<file path="src/design/ipm_pkg.sv">
package ipm_pkg;

    localparam int MaxRulesDefault = 32;
    localparam int AddrW = 32;
    localparam int LenW = 6;
    localparam int IdW = 5;
    localparam int ClsW = 4;

    localparam logic [LenW-1:0] MaxLen = 6'd32;

    typedef enum logic [1:0] {
        KIND_ADDED = 2'd0,
        KIND_MATCH = 2'd1,
        KIND_NONE  = 2'd2,
        KIND_FULL  = 2'd3
    } kind_t;

    // broadcast control from the sequencer to every cell
    typedef struct packed {
        logic            load;
        logic            take;
        logic [ClsW-1:0] cls;
    } cell_ctl_t;

    // neighbor link: sel = an earlier cell is eligible, rest = pending cells left over
    typedef struct packed {
        logic sel;
        logic rest;
    } link_t;

    // a length above 32 shifts everything out, giving the full mask
    function automatic logic [AddrW-1:0] prefix_mask(input logic [LenW-1:0] len);
        prefix_mask = ~({AddrW{1'b1}} >> len);
    endfunction

    // output order: exact /0, partial 1-7, exact /8, partial 9-15, ... exact /32
    function automatic logic [ClsW-1:0] rule_class(input logic [LenW-1:0] len);
        rule_class = {len[5:3], |len[2:0]};
    endfunction

endpackage

</file>
<file path="src/design/ipm_in_if.sv">
interface ipm_in_if;
    logic                         valid;
    logic                         ready;
    logic                         action;
    logic [ipm_pkg::AddrW-1:0]    address;
    logic [ipm_pkg::LenW-1:0]     prefix_len;

    modport source (output valid, action, address, prefix_len, input ready);
    modport sink (input valid, action, address, prefix_len, output ready);
endinterface

</file>
<file path="src/design/ipm_out_if.sv">
interface ipm_out_if;
    logic                      valid;
    logic                      ready;
    ipm_pkg::kind_t            result_kind;
    logic [ipm_pkg::IdW-1:0]   rule_id;
    logic                      last;

    modport source (output valid, result_kind, rule_id, last, input ready);
    modport sink (input valid, result_kind, rule_id, last, output ready);
endinterface

</file>
<file path="src/design/ipv4_prefix_multi_match.sv">
// IPv4 prefix table with multi-match lookup. One rule per cell in a row of
// MAX_RULES cells. An add word is accepted, then written into the cell at the
// rule count once the output register is free, and answers with the new id,
// or table full. A match word is accepted, then every cell compares the query
// in parallel, then one result per cycle while the output register is free:
// the cells are swept class by class (exact /0, partial /1-7, exact /8, ...
// exact /32), the sweep moves on once the current class has no pending hit,
// and within a class the lowest id wins through the neighbor chain. The
// single output register stalls the sweep while the sink is not ready. A new
// word is taken once the previous one has put its last result into the
// output register.
module ipv4_prefix_multi_match #(
    parameter int MAX_RULES = ipm_pkg::MaxRulesDefault
) (
    input  logic       clk,
    input  logic       rst_n,
    ipm_in_if.sink     cmd,
    ipm_out_if.source  res
);

    localparam int CW = $clog2(MAX_RULES + 1);
    localparam int IDW = (MAX_RULES > 1) ? $clog2(MAX_RULES) : 1;
    localparam logic [ipm_pkg::ClsW-1:0] LastCls = ipm_pkg::rule_class(ipm_pkg::MaxLen);

    typedef enum logic [3:0] {
        ST_IDLE = 4'b0001,
        ST_ADD  = 4'b0010,
        ST_LOAD = 4'b0100,
        ST_SCAN = 4'b1000
    } state_t;

    state_t state_reg, state_next;
    logic [CW-1:0] count_reg, count_next;
    logic [ipm_pkg::ClsW-1:0] cls_reg, cls_next;
    logic [ipm_pkg::AddrW-1:0] addr_reg;
    logic [ipm_pkg::LenW-1:0] len_reg;

    logic ovalid_reg, ovalid_next;
    ipm_pkg::kind_t okind_reg;
    logic [ipm_pkg::IdW-1:0] oid_reg;
    logic olast_reg;

    logic emit;
    ipm_pkg::kind_t e_kind;
    logic [ipm_pkg::IdW-1:0] e_id;
    logic e_last;

    logic slot_free;
    logic full;
    logic accept;
    logic do_write;
    ipm_pkg::cell_ctl_t ctl;
    logic [ipm_pkg::AddrW-1:0] wr_network;

    ipm_pkg::link_t links [MAX_RULES+1];
    logic [IDW-1:0] ids [MAX_RULES+1];
    logic [MAX_RULES-1:0] grant_vec;

    assign slot_free = !ovalid_reg || res.ready;
    assign full = count_reg == CW'(MAX_RULES);
    assign cmd.ready = state_reg == ST_IDLE;
    assign accept = cmd.valid && cmd.ready;
    assign do_write = (state_reg == ST_ADD) && slot_free && !full;
    assign wr_network = addr_reg & ipm_pkg::prefix_mask(len_reg);

    assign links[0] = '0;
    assign ids[0] = '0;

    genvar gi;
    generate
        for (gi = 0; gi < MAX_RULES; gi++)
        begin : g_cell
            ipm_cell #(
                .MAX_RULES(MAX_RULES),
                .CELL_IDX(gi)
            ) u_cell (
                .clk(clk),
                .rst_n(rst_n),
                .ctl(ctl),
                .wr(do_write && (count_reg == CW'(gi))),
                .wr_network(wr_network),
                .wr_length(len_reg),
                .query(addr_reg),
                .count(count_reg),
                .link_i(links[gi]),
                .link_o(links[gi+1]),
                .id_i(ids[gi]),
                .id_o(ids[gi+1]),
                .grant(grant_vec[gi])
            );
        end
    endgenerate

    always_comb
    begin
        state_next = state_reg;
        count_next = count_reg;
        cls_next = cls_reg;
        ctl = '0;
        ctl.cls = cls_reg;
        emit = 1'b0;
        e_kind = ipm_pkg::KIND_NONE;
        e_id = '0;
        e_last = 1'b1;
        case (state_reg)
            ST_IDLE:
            begin
                if (accept)
                    state_next = cmd.action ? ST_LOAD : ST_ADD;
            end
            ST_ADD:
            begin
                if (slot_free)
                begin
                    emit = 1'b1;
                    if (full)
                        e_kind = ipm_pkg::KIND_FULL;
                    else
                    begin
                        e_kind = ipm_pkg::KIND_ADDED;
                        e_id = ipm_pkg::IdW'(count_reg);
                        count_next = count_reg + CW'(1);
                    end
                    state_next = ST_IDLE;
                end
            end
            ST_LOAD:
            begin
                ctl.load = 1'b1;
                cls_next = '0;
                state_next = ST_SCAN;
            end
            ST_SCAN:
            begin
                if (links[MAX_RULES].sel)
                begin
                    if (slot_free)
                    begin
                        emit = 1'b1;
                        ctl.take = 1'b1;
                        e_kind = ipm_pkg::KIND_MATCH;
                        e_id = ipm_pkg::IdW'(ids[MAX_RULES]);
                        e_last = !links[MAX_RULES].rest;
                        if (!links[MAX_RULES].rest)
                            state_next = ST_IDLE;
                    end
                end
                else if (links[MAX_RULES].rest)
                    cls_next = cls_reg + ipm_pkg::ClsW'(1);
                else if (slot_free)
                begin
                    // no rule covers the query
                    emit = 1'b1;
                    state_next = ST_IDLE;
                end
            end
            default:
            begin
                state_next = ST_IDLE;
            end
        endcase
    end

    always_comb
    begin
        ovalid_next = ovalid_reg;
        if (emit)
            ovalid_next = 1'b1;
        else if (res.ready)
            ovalid_next = 1'b0;
    end

    always_ff @(posedge clk or negedge rst_n)
    begin
        if (!rst_n)
        begin
            state_reg <= ST_IDLE;
            count_reg <= '0;
            cls_reg <= '0;
            ovalid_reg <= 1'b0;
        end
        else
        begin
            state_reg <= state_next;
            count_reg <= count_next;
            cls_reg <= cls_next;
            ovalid_reg <= ovalid_next;
        end
    end

    always_ff @(posedge clk)
    begin
        if (accept)
        begin
            addr_reg <= cmd.address;
            len_reg <= (cmd.prefix_len > ipm_pkg::MaxLen) ? ipm_pkg::MaxLen : cmd.prefix_len;
        end
        if (emit)
        begin
            okind_reg <= e_kind;
            oid_reg <= e_id;
            olast_reg <= e_last;
        end
    end

    assign res.valid = ovalid_reg;
    assign res.result_kind = okind_reg;
    assign res.rule_id = oid_reg;
    assign res.last = olast_reg;

    a_count_bound: assert property (@(posedge clk) disable iff (!rst_n)
        count_reg <= CW'(MAX_RULES))
        else $error("rule count above table size");

    a_grant_single: assert property (@(posedge clk) disable iff (!rst_n)
        $onehot0(grant_vec))
        else $error("more than one cell granted");

    a_cls_bound: assert property (@(posedge clk) disable iff (!rst_n)
        (state_reg == ST_SCAN) |-> (cls_reg <= LastCls))
        else $error("class sweep ran past the last class");

    a_add_count: assert property (@(posedge clk) disable iff (!rst_n)
        do_write |=> (count_reg == $past(count_reg) + CW'(1)))
        else $error("rule count did not advance on add");

endmodule

</file>
<file path="src/design/ipm_cell.sv">
module ipm_cell #(
    parameter int MAX_RULES = ipm_pkg::MaxRulesDefault,
    parameter int CELL_IDX = 0,
    localparam int CW = $clog2(MAX_RULES + 1),
    localparam int IDW = (MAX_RULES > 1) ? $clog2(MAX_RULES) : 1
) (
    input  logic                       clk,
    input  logic                       rst_n,
    input  ipm_pkg::cell_ctl_t         ctl,
    input  logic                       wr,
    input  logic [ipm_pkg::AddrW-1:0]  wr_network,
    input  logic [ipm_pkg::LenW-1:0]   wr_length,
    input  logic [ipm_pkg::AddrW-1:0]  query,
    input  logic [CW-1:0]              count,
    input  ipm_pkg::link_t             link_i,
    output ipm_pkg::link_t             link_o,
    input  logic [IDW-1:0]             id_i,
    output logic [IDW-1:0]             id_o,
    output logic                       grant
);

    logic [ipm_pkg::AddrW-1:0] network_reg;
    logic [ipm_pkg::LenW-1:0]  length_reg;
    logic                      pending_reg;
    logic                      pending_next;
    logic                      active;
    logic                      hit;
    logic                      eligible;

    always_ff @(posedge clk)
    begin
        if (wr)
        begin
            network_reg <= wr_network;
            length_reg  <= wr_length;
        end
    end

    assign active = count > CW'(CELL_IDX);
    assign hit = active &&
                 ((query & ipm_pkg::prefix_mask(length_reg)) == network_reg);
    assign eligible = pending_reg && (ipm_pkg::rule_class(length_reg) == ctl.cls);
    assign grant = eligible && !link_i.sel;

    assign link_o.sel  = link_i.sel | eligible;
    assign link_o.rest = link_i.rest | (pending_reg & !grant);
    assign id_o = id_i | (grant ? IDW'(CELL_IDX) : '0);

    always_comb
    begin
        pending_next = pending_reg;
        if (ctl.load)
            pending_next = hit;
        else if (ctl.take && grant)
            pending_next = 1'b0;
    end

    always_ff @(posedge clk or negedge rst_n)
    begin
        if (!rst_n)
            pending_reg <= 1'b0;
        else
            pending_reg <= pending_next;
    end

endmodule

</file>
<file path="src/flat_wrapper.sv">
// flat-port wrapper written by rule: the top's interface ports become plain ports
module ipv4_prefix_multi_match_flat 
#(
    parameter int MAX_RULES = ipm_pkg::MaxRulesDefault
)
  (clk, rst_n, cmd_valid, cmd_action, cmd_address, cmd_prefix_len, cmd_ready, res_valid, res_result_kind, res_rule_id, res_last, res_ready);
  ipm_in_if cmd_i ();
  ipm_out_if res_i ();
  input  logic clk;
  input  logic rst_n;
  input wire logic [$bits(cmd_i.valid)-1:0] cmd_valid;
  input wire logic [$bits(cmd_i.action)-1:0] cmd_action;
  input wire logic [$bits(cmd_i.address)-1:0] cmd_address;
  input wire logic [$bits(cmd_i.prefix_len)-1:0] cmd_prefix_len;
  output wire logic [$bits(cmd_i.ready)-1:0] cmd_ready;
  output wire logic [$bits(res_i.valid)-1:0] res_valid;
  output wire logic [$bits(res_i.result_kind)-1:0] res_result_kind;
  output wire logic [$bits(res_i.rule_id)-1:0] res_rule_id;
  output wire logic [$bits(res_i.last)-1:0] res_last;
  input wire logic [$bits(res_i.ready)-1:0] res_ready;
  assign cmd_i.valid = cmd_valid;
  assign cmd_i.action = cmd_action;
  assign cmd_i.address = cmd_address;
  assign cmd_i.prefix_len = cmd_prefix_len;
  assign cmd_ready = cmd_i.ready;
  assign res_valid = res_i.valid;
  assign res_result_kind = res_i.result_kind;
  assign res_rule_id = res_i.rule_id;
  assign res_last = res_i.last;
  assign res_i.ready = res_ready;
  ipv4_prefix_multi_match #(.MAX_RULES(MAX_RULES)) u_core (.clk(clk), .rst_n(rst_n), .cmd(cmd_i), .res(res_i));
endmodule
</file>
<file path="config.mk">
export PLATFORM = sky130hd
export DESIGN_NAME = ipv4_prefix_multi_match_flat
export DESIGN_NICKNAME = d
export VERILOG_FILES = /design/src/design/ipm_pkg.sv /design/src/design/ipm_in_if.sv /design/src/design/ipm_out_if.sv /design/src/design/ipv4_prefix_multi_match.sv /design/src/design/ipm_cell.sv /design/src/flat_wrapper.sv
export SDC_FILE = /design/constraint.sdc
export NUM_CORES = 2
export LEC_CHECK = 0
export ABC_AREA = 1
export BUFFER_PORTS_ARGS = -buffer_cell sky130_fd_sc_hd__clkbuf_2
export CORE_MARGIN = 4
export CORE_UTILIZATION = 25
export DETAILED_ROUTE_END_ITERATION = 8
export MAX_ROUTING_LAYER = met4
export SYNTH_ARGS = -nofsm -noshare
export SYNTH_HDL_FRONTEND = slang
export SYNTH_SLANG_ARGS = --single-unit
</file>
<file path="constraint.sdc">
create_clock -name clk -period 9 [get_ports clk]
set_input_delay 1.8 -clock clk [delete_from_list [all_inputs] [get_ports clk]]
set_output_delay 1.8 -clock clk [all_outputs]
set_load 0.005 [all_outputs]
</file>
==> results.sh <==
export IMPL_grt_pass1_vias=53900
export IMPL_finalCriticalPeriod_ns=5.90
export IMPL_worstPathRequired_ns=9.45
export IMPL_powerDensity_nw_per_um2=244
export IMPL_hp_class="flip-flop to flip-flop"
export IMPL_cts_tree="yes"
export IMPL_viasPerCell=5.58
export IMPL_finalClockSkew_ns=0.0470
export IMPL_gp_congestion=1.04
export IMPL_rsz0062_at_grt="false"
export IMPL_cts_made_buffers=145
export IMPL_worstMarginPinSlew_ns=1.36
export IMPL_ys_seq_area_frac=0.586
export IMPL_finalCritPeriodShare=0.655
export IMPL_numPortBuffers=52
export IMPL_worst_path_largest_cell_delay_ns=0.70
export IMPL_drc=0
export IMPL_async_reset_ff_frac=0.0359
export IMPL_slew_violations=0
export IMPL_drive_above_1_share=0.0878
export IMPL_start_util=0.251
export IMPL_die_h_um=524
export IMPL_grtUsageTotal=0.230
export IMPL_place_area_sq_um=72200
export IMPL_wl_um=318000
export IMPL_crit_top_cell="nor2_1"
export IMPL_postCtsSetupRepairBufs=0
export IMPL_drt_iter0_drc=11000
export IMPL_path_buf_inv=2
export IMPL_core_sq_um=265000
export IMPL_worst_path_dominant_cell_family="simple AND/OR/NAND/NOR gates"
export IMPL_synth_top_area_cell="edfxtp_1"
export IMPL_grt_overflow_total=0
export IMPL_worstPathMaxFanout=18
export IMPL_synth_commonest_cells="1,262 x edfxtp_1, 1,007 x nand2_1, 706 x nor2_1, 571 x inv_1, 512 x o21ai_0"
export IMPL_antenna_found_initial=63
export IMPL_cts_resized=0
export IMPL_nNetsFinal=6724
export IMPL_run_status="finished, final reports clean"
export IMPL_synth_edf_count=1262
export IMPL_holdBufCountCts=0
export IMPL_reg2reg_from="u_core.cls_reg[1]$_DFFE_PN0P_"
export IMPL_synth_area_per_cell_sq_um=10.2
export IMPL_die_w_um=524
export IMPL_synth_area_sq_um=66700
export IMPL_row_count=189
export IMPL_cp_end_kind="flip-flop"
export IMPL_synth_seq_cells=1309
export IMPL_largest_reg_flops=1024
export IMPL_vias=57800
export IMPL_wl_per_cell_um=30.7
export IMPL_fin_tns_setup_ns=0
export IMPL_synth_warnings=0
export IMPL_crit_arrival_ns=6.35
export IMPL_ir_drop_mv=0.200
export IMPL_hold_depth=2
export IMPL_max_freq_mhz=170
export IMPL_clock_sinks=1309
export IMPL_place_hpwl_um=201000
export IMPL_postLayoutCellArea_sq_um=77000
export IMPL_maxSlewHeadroom=0.0864
export IMPL_postSynthCellCount=6528
export IMPL_start_kind="flip-flop"
export IMPL_pin_count=53
export IMPL_ant_nets=0
export IMPL_report_final_setup_viol=0
export IMPL_cap_violations=0
export IMPL_ys_top_cells_by_area="edfxtp_1 57%, nand2_1 5.7%, xnor2_1 4.6%"
export IMPL_min_from="u_core.g_cell[17].u_cell.pending_reg$_DFFE_PN0P_"
export IMPL_synth_nets=6576
export IMPL_synth_most_common_cell="edfxtp_1"
export IMPL_synth_top_area_share=0.569
export IMPL_grt_first_pass_wirelength_um=430000
export IMPL_path_class="flip-flop to flip-flop"
export IMPL_r2r_slack_ns=3.10
export IMPL_p_leak_nw=26.4
export IMPL_firstDrtPassIters=7
export IMPL_htreeDepth=4
export IMPL_die_area_sq_um=275000
export IMPL_clk_path_buf_depth=3
export IMPL_r2r_end="u_core.res.rule_id[4]$_DFFE_PP_"
export IMPL_hold_path_end="u_core.g_cell[17].u_cell.pending_reg$_DFFE_PN0P_"
export IMPL_path_clk_slew_ns=0.07
export IMPL_yosysUniqueCellTypes=65
export IMPL_ff2ff_path_depth=26
export IMPL_grt_max_degree=46
export IMPL_slowest_stage="clkinv_2"
export IMPL_clkLatencyLatePin_ns=0.82
export IMPL_area_growth_pct=15.5
export IMPL_hold_violations=0
export IMPL_cts_root_buffer_cell="clkbuf_16"
export IMPL_synth_top_flop_cell="edfxtp_1"
==> cell families after synthesis <==
kind of cell,synth area share
AO/OA/AOI/OAI,0.131
buffers and inverters,0.0460
adder cells (fa/ha/maj),0.000939
XOR/XNOR,0.0770
flip-flops,0.586
AND/OR/NAND/NOR,0.159
==> tightest hold or removal path: cells and delay by family (launching register included) <==
family,cells,cell delay [ns]
compound gates,1,0.11
buf+inv,1,0.06
flops,1,0.32
==> routing by layer <==
metal / wire (um) / up-vias / global-route usage / share of wire
li1: - / 23700 / - / -
met3: 43700 / 1085 / 0.0599 / 0.14
met5: 0 / - / - / 0
met4: 21400 / 0 / 0.134 / 0.067
met1: 119000 / 28200 / 0.294 / 0.37
met2: 134000 / 4866 / 0.326 / 0.42
==> per-stage QoR <==
stage | instances | setup slack [ns] | util | total power, W | hold slack, ns
6_report | 10400 | 3.10 | 0.290 | 0.0188 | 0.547
3_5_place_dp | 10100 | 3.42 | 0.272 | 0.0125 | 0.520
3_3_place_gp | 10100 | 3.24 | 0.272 | 0.0125 | 0.512
4_1_cts | 10300 | 3.40 | 0.290 | 0.0186 | 0.546
2_1_floorplan | 6528 | 2.49 | - | 0.00944 | 0.473
5_1_grt | 10300 | 2.87 | 0.290 | 0.0191 | 0.580
==> cell usage in the layout (no fill, tap or decap), types with 45 or more instances in the layout <==
| cell | n |
|---|---|
| edfxtp_1 | 1262 |
| o22ai_1 | 45 |
| o21ai_0 | 512 |
| o2111ai_1 | 50 |
| nand4_1 | 100 |
| nand2_1 | 1005 |
| a211oi_1 | 87 |
| nor2_1 | 671 |
| clkbuf_2 | 51 |
| inv_1 | 557 |
| xnor2_1 | 350 |
| nor4_1 | 67 |
| a2111oi_0 | 73 |
| nor3_1 | 126 |
| clkbuf_16 | 151 |
| xor2_1 | 236 |
| nand3_1 | 234 |
| o211ai_1 | 203 |
| buf_4 | 151 |
| a21oi_1 | 290 |
| or2_2 | 65 |
==> how the worst max path moves through the flow <==
stage / startpoint / to / slack [ns] / cells past startpoint
final: u_core.cls_reg[1]$_DFFE_PN0P_ / u_core.res.rule_id[4]$_DFFE_PP_ / 3.10 / 26
after global routing: u_core.cls_reg[1]$_DFFE_PN0P_ / u_core.res.rule_id[4]$_DFFE_PP_ / 2.87 / 26
after CTS: u_core.cls_reg[1]$_DFFE_PN0P_ / u_core.res.rule_id[4]$_DFFE_PP_ / 3.40 / 26
after detailed placement: u_core.cls_reg[1]$_DFFE_PN0P_ / u_core.res.rule_id[3]$_DFFE_PP_ / 3.42 / 26
after global placement: u_core.cls_reg[1]$_DFFE_PN0P_ / u_core.res.rule_id[3]$_DFFE_PP_ / 3.24 / 26
after floorplan: res_ready / u_core.g_cell[22].u_cell.length_reg[0]$_DFFE_PP_ / 2.49 / 5
==> area by class of cell <==
cell class / count / area (sq um)
fill: 27600 / 188000
sequential: 1309 / 39100
multi-input combinational: 4413 / 25000
tap: 3533 / 4420
clock buffer: 186 / 3950
inverter: 605 / 2270
timing repair buffer: 202 / 1390
clock inverter: 73 / 771
antenna: 42 / 105
==> where the power goes <==
group          switching (W)  internal [W]
Sequential          0.000177       0.00726
Clock                0.00258       0.00353
Combinational        0.00430      0.000976
(Power assumes the default switching activity.)
